`src/teacb_pkg.sv`:
```
// Shared types, constants and the round mixing function of the TEA cipher block.
package teacb_pkg;

	localparam int WORD_W      = 32;
	localparam int ROUNDS      = 32;
	localparam int NSTAGE      = 2 * ROUNDS;
	localparam int KEY_WORDS   = 4;
	localparam int KEY_IDX_W   = $clog2(KEY_WORDS);
	localparam int QUEUE_DEPTH = 4;
	localparam int QPTR_W      = $clog2(QUEUE_DEPTH);

	typedef logic [WORD_W-1:0] word_t;
	typedef logic [KEY_WORDS-1:0][WORD_W-1:0] key_t;

	localparam word_t DELTA        = 32'h9e3779b9;
	// Starting sum for decryption, 0xC6EF3720 at 32 rounds
	localparam word_t DEC_SUM_INIT = WORD_W'(ROUNDS) * DELTA;

	typedef enum logic {
		MODE_ENC = 1'b0,
		MODE_DEC = 1'b1
	} mode_t;

	typedef struct packed {
		logic  action;
		word_t block_first;
		word_t block_second;
	} in_t;

	typedef struct packed {
		word_t out_first;
		word_t out_second;
	} out_t;

	// Queue entry and pipeline stage contents
	typedef struct packed {
		mode_t mode;
		word_t y;
		word_t z;
	} job_t;

	function automatic word_t mix(input word_t w, input word_t s, input word_t ka,
		input word_t kb);
		mix = ((w << 4) + ka) ^ (w + s) ^ ((w >> 5) + kb);
	endfunction

endpackage

```
`src/teacb_front.sv`:
```
// Front end: takes blocks, tags their mode and queues them for the round pipeline.
module teacb_front import teacb_pkg::*; (
	input  logic clk,
	input  logic arst_n,
	input  logic blk_valid,
	output logic blk_stall,
	input  in_t  blk_data,
	input  logic pop,
	output logic job_valid,
	output job_t job
);

	localparam logic [QPTR_W:0] FULL_CNT = (QPTR_W+1)'(QUEUE_DEPTH);

	job_t              queue_q [QUEUE_DEPTH];
	logic [QPTR_W-1:0] wr_ptr_q;
	logic [QPTR_W-1:0] rd_ptr_q;
	logic [QPTR_W:0]   cnt_q;
	logic              push;
	job_t              entry;

	assign blk_stall = (cnt_q == FULL_CNT);
	assign push      = blk_valid && !blk_stall;
	assign job_valid = (cnt_q != '0);
	assign job       = queue_q[rd_ptr_q];

	// Classify the block by its action bit
	always_comb begin
		entry.mode = blk_data.action ? MODE_DEC : MODE_ENC;
		entry.y    = blk_data.block_first;
		entry.z    = blk_data.block_second;
	end

	// Store the entry on a transfer
	always_ff @(posedge clk) begin
		if (push) begin
			queue_q[wr_ptr_q] <= entry;
		end
	end

	// Advance pointers and occupancy
	always_ff @(posedge clk or negedge arst_n) begin
		if (!arst_n) begin
			wr_ptr_q <= '0;
			rd_ptr_q <= '0;
			cnt_q    <= '0;
		end else begin
			if (push) begin
				wr_ptr_q <= wr_ptr_q + 1'b1;
			end
			if (pop) begin
				rd_ptr_q <= rd_ptr_q + 1'b1;
			end
			if (push && !pop) begin
				cnt_q <= cnt_q + 1'b1;
			end else if (pop && !push) begin
				cnt_q <= cnt_q - 1'b1;
			end
		end
	end

endmodule

```
`config.mk`:
```
export PLATFORM = sky130hd
export DESIGN_NAME = teacb_front
export DESIGN_NICKNAME = d
export VERILOG_FILES = /design/src/teacb_pkg.sv /design/src/teacb_front.sv
export SDC_FILE = /design/constraint.sdc
export NUM_CORES = 1
export LEC_CHECK = 0
export BUFFER_PORTS_ARGS = -buffer_cell sky130_fd_sc_hd__buf_2
export CORE_MARGIN = 3
export CORE_UTILIZATION = 50
export CTS_CLUSTER_DIAMETER = 40
export DETAILED_ROUTE_END_ITERATION = 10
export MAX_ROUTING_LAYER = met4
export PLACE_DENSITY_LB_ADDON = 0.25
export SLEW_MARGIN = 40
export SYNTH_ARGS = -nofsm -noshare
export SYNTH_HDL_FRONTEND = slang
export SYNTH_SLANG_ARGS = --single-unit
export TNS_END_PERCENT = 50
```
`constraint.sdc`:
```
create_clock -name clk -period 6.27 [get_ports clk]
set_input_delay 1.5675 -clock clk [delete_from_list [all_inputs] [get_ports clk]]
set_output_delay 1.5675 -clock clk [all_outputs]
set_load 0.02 [all_outputs]
```
## Word level (Yosys, flattened, before mapping)

Memories as Yosys holds them, arrays and structs flattened.
Index checks and enable logic that the tools add are counted.
W data, S select, Z words.

| storage, ports and cells | value |
|---|---|
| flip-flop bits (word level) | 7 |
| RAM bits | 260 |
| bits of input ports | 69 |
| output and inout bits | 67 |
| logic and storage cells | 22 |
| memories kept | 1 |

Memories:

| memory | depth | bits a word | rd ports | clocked after memory_dff | write ports | RTL line | RTL |
|---|---|---|---|---|---|---|---|
| queue_q | 4 | 65 | 1 | 0 | 1 | teacb_front.sv:15 | `job_t queue_q [QUEUE_DEPTH];` |

| cells by class | value |
|---|---|
| $add $sub $neg | 4 |
| equality and inequality tests | 1 |
| mux-type cells | 5 |
| reductions and logical operators | 8 |

Operators by type and width:

| operator | count |
|---|---|
| $mux W3 | 2 |
| $add A2 B1 Y2 const B | 2 |
| $add A3 B1 Y3 const B | 1 |
| $eq A3 B3 Y1 const B | 1 |
| $logic_and A1 B1 Y1 | 3 |
| $logic_not A1 Y1 | 3 |
| $mux W1 | 3 |
| $reduce_bool A3 Y1 | 1 |
| $sub A3 B1 Y3 const B | 1 |
| $reduce_bool A2 Y1 | 1 |

## Logic depth before layout (Yosys ltp)

| depth | value |
|---|---|
| word-level depth | 7 |
| gate-level depth with buffers | 9 |
| gate-level depth less buffers | 8 |

## Least setup slack after synthesis

Ideal clock, no wire load.

| timing | value |
|---|---|
| path kind | input -> register |
| start | input blk_valid |
| end | memory queue_q[0][0] (netlist name) (enable) |
| setup time | 0.430 ns |
| data arrival time | 3.375 ns |
| data required time | 5.840 ns |
| path slack | 2.465 ns |
| stages | 3 |
| buffers on the path | 1 |
| path through | nor2b_1 -> buf_2 -> and2_1 |

| on the way | value |
|---|---|
| word-level cells in the longest chain between the ends | 3 |

RTL lines:

| element | RTL line | RTL |
|---|---|---|
| from (decl) | teacb_front.sv:5 | `input logic blk_valid,` |
| $logic_and A1 B1 Y1 | teacb_front.sv:23 | `assign push = blk_valid && !blk_stall;` |
| named net push | teacb_front.sv:19 | `logic push;` |
| $mux W1 | teacb_front.sv:36 | `if (push) begin` |
| $mux W1 (not written as such) | teacb_front.sv:37 | `queue_q[wr_ptr_q] <= entry;` |
| to (decl) | teacb_front.sv:15 |  |

The timed path passes the listed nets, and every way through them passes these cells.

==> metrics.md <==
| Metric | Value |
|---|---|
| CTS Hold Bufs | 0 |
| Post-Syn Nets | 450 |
| Hold Startpoint | cnt_q[2]$_DFFE_PN0P_ |
| GP Congestion | 0.692 |
| Critical path endpoint category | output pin |
| Critical Path RT | 4.70 ns |
| Worst-path maximum fanout | 23 |
| Clk sinks | 267 |
| P_leak | 4.15 nW |
| Clock slew at reported path FFs | 0.05 ns |
| Logic pwr share | 28.9% |
| Clock Skews | 0.0114 ns |
| Layout Utilization | 63.2% |
| Max incr delay on CP | 0.58 ns |
| Die Ht | 146 um |
| Reg-to-reg startpoint | cnt_q[2]$_DFFE_PN0P_ |
| CP startpoint | rd_ptr_q[0]$_DFFE_PN0P_ |
| Unrepaired setup endpoints after global routing | no |
| Data arrival time of the worst path | 2.40 ns |
| TritonCTS clock tree | yes |
| DRT Pass-1 Iters | 4 |
| Via count | 4416 |
| Htree depth | 2 |
| Status | finished clean |
| # setup viols final | 0 |
| Layout area overhead | 22.2% |
| Final Hold Fails | 0 |
| Buffers on Ports | 135 |
| Worst slew margin | 55.9% |
| CP max-delay cell | dfrtp_4 |
| Clock root cell | clkbuf_16 |
| WL/cell | 21.3 um |
| Core footprint | 19000 um2 |
| Net Sw Frac | 30.8% |
| Initial Util | 51.7% |
| Internal power | 4.29 mW |
| Maximum clock frequency | 252 MHz |
| Fin crit period | 3.96 ns |
| Inserted Clock Buffers | 35 |
| Vias in the first global route | 4910 |
| Worst hold-check path type | flop to flop |
| Cells along the critical path | buf_12 -> buf_4 -> mux4_2 -> buf_2 |
| Die area | 21400 um2 |
| Share of cells above drive strength 1 | 48.7% |
| Clk_lat worst skew | 0.51 ns |
| Initial DRC count | 214 |
| Post-CTS sizing | 0 |
| FF+latch count, synth | 267 |
| Post-DP Area | 10900 um2 |
| Startpoint Class | flop |
| Crit path buf inv count | 3 |
| Synth cell types | 20 |
| Remaining DRCs | 0 |
| TNS Setup | 0 ns |
| Sequential share of power | 40.7% |
| Clock Tree Buf Depth | 3 |
| Avg Inst Size Synth | 26.2 um2 |
| Die W | 146 um |
| Worst Path Class, Setup | flop to output pin |
| Site row count | 50 |
| Final Cell Area | 12000 um2 |
| MaxCap Viol Count | 0 |
| Top delay family on crit path | buffers and inverters |
| Final Power | 6.19 mW |
| Post-CTS Setup Inserts | 0 |
| Synth warn | 0 |
| Power per Cell Area | 516 nW/um2 |
| Num ports | 136 |
| # nets final | 616 |
| Fin cells | 828 |
| Post-synthesis cell area | 9830 um2 |
| VDD IR max | 265 uV |
| Cells after synthesis | 375 |
| Routed Antenna Nets | 0 |
| Clock network fraction of design power | 30.4% |
| First-pass GRT wire length | 27500 um |
| Switch Pwr | 1.91 mW |
| Largest net degree at the start of global routing | 35 |
| Seq/Total Area, Yosys | 81.2% |
| Fin crit share | 63.2% |
| Placed cell count | 764 |
| Tot GR Track Use | 17.4% |
| Worst slew pin tran | 0.660 ns |
| Vias per inst | 5.33 |
| Initial antenna violation count | 1 |
| Drt total wl | 17600 um |
| Fin. max-slew vios | 0 |
| Grt total ovfl | 0 |
| Detailed placement HPWL | 10700 um |
-- synth_stat cells --
library cell	instances	area share, %
edfxtp_1	260	79
mux4_2	65	15
dfrtp_1	7	1.8
buf_2	6	0.31
ha_1	5	0.64
and2_1	4	0.25
buf_12	4	0.81
inv_1	4	0.15
buf_4	3	0.23
xnor2_1	3	0.27
xor2_1	3	0.27
clkbuf_1	2	0.076
mux2_2	2	0.23
buf_6	1	0.11
fa_1	1	0.20
nand2_1	1	0.038
nor2_1	1	0.038
nor2b_1	1	0.064
nor3b_2	1	0.13
or3_1	1	0.064
-- final cells by class --
cell class / instances / area (um2)
Antenna cell: 1 / 2.50
Clock buffer: 42 / 922
Clock inverter: 21 / 204
Multi-Input combinational cell: 88 / 1690
Sequential cell: 267 / 7990
Timing Repair Buffer: 145 / 863
Inverter: 4 / 15.0
Fill cell: 1321 / 7010
Tap cell: 260 / 325
-- routing by layer --
metal  track usage, %  routed length [um]  vias to the layer above  part of all wire (%)
met1             22.1                7350                     2292                    42
met5                -                   0                        -                     0
met4             5.41                 365                        0                   2.1
li1                 -                   -                     1946                     -
met2             27.7                8810                      148                    50
met3             4.75                1090                       30                   6.2
-- through the flow --
stage / hold WS [ns] / worst slack, ns
floorplan: 0.445 / 2.47
global placement: 0.460 / 2.28
detailed placement: 0.475 / 2.76
CTS: 0.484 / 2.22
global route: 0.517 / 2.14
finish: 0.491 / 2.31
-- power by group through the flow --
stage / Combinational (mW) / Sequential [mW] / Clock (mW)
finish: 1.79 / 2.52 / 1.88
global route: 1.92 / 2.55 / 2.01
CTS: 1.84 / 2.53 / 1.93
detailed placement: 1.84 / 2.56 / 0
global placement: 1.58 / 2.68 / 0
floorplan: 1.33 / 2.47 / 0
-- worst register-to-register path, stage by stage (launching register included) --
cell and delay [ns]:
dfrtp_1 0.40, nor3b_2 0.17, nor2b_1 0.53, ha_1 0.32, inv_1 0.07, fa_1 0.39
xor2_1 0.18, nor2_1 0.13, xor2_1 0.15
-- worst paths after layout --
path	end	slack, ns	cells after the start
min reg2reg	cnt_q[2]$_DFFE_PN0P_	0.49	1
min	cnt_q[2]$_DFFE_PN0P_	0.49	1
min in group asynchronous	cnt_q[0]$_DFFE_PN0P_	0.90	1
max	job[53]	2.31	4
max in group asynchronous	rd_ptr_q[1]$_DFFE_PN0P_	5.18	1
max reg2reg	cnt_q[2]$_DFFE_PN0P_	3.86	8
-- state kept, by name (all words and copies together), names as in the netlist --
name	flops
queue_q	260
rd_ptr_q	2
wr_ptr_q	2
cnt_q	3
-- cells in the final DEF, fill, tap and decap left out --
cell type / instances
xor2_1: 3
clkinv_4: 3
clkinv_1: 1
buf_2: 135
dfrtp_1: 5
clkbuf_8: 2
diode_2: 1
nor2_1: 1
inv_6: 6
xnor2_1: 3
nor3b_2: 1
ha_1: 5
inv_1: 4
and2_4: 4
bufinv_16: 2
inv_8: 1
buf_4: 1
clkbuf_16: 35
edfxtp_1: 260
clkinvlp_4: 4
mux4_2: 65
nand2_1: 1
or3_1: 1
clkbuf_1: 5
fa_1: 1
nor2b_1: 1
clkinv_2: 4
buf_12: 9
mux2_2: 2
dfrtp_4: 2
-- cells by family after synthesis --
logic type / count (synthesis) / share of synthesized area (%)
muxes: 67 / 15.1
xor gates and xnor gates: 6 / 0.535
DFF: 267 / 81.2
and+or+nand+nor: 9 / 0.586
buffers and inverters: 20 / 1.69
adders and majority gates: 6 / 0.840
Power figures use the tool's default switching activity.
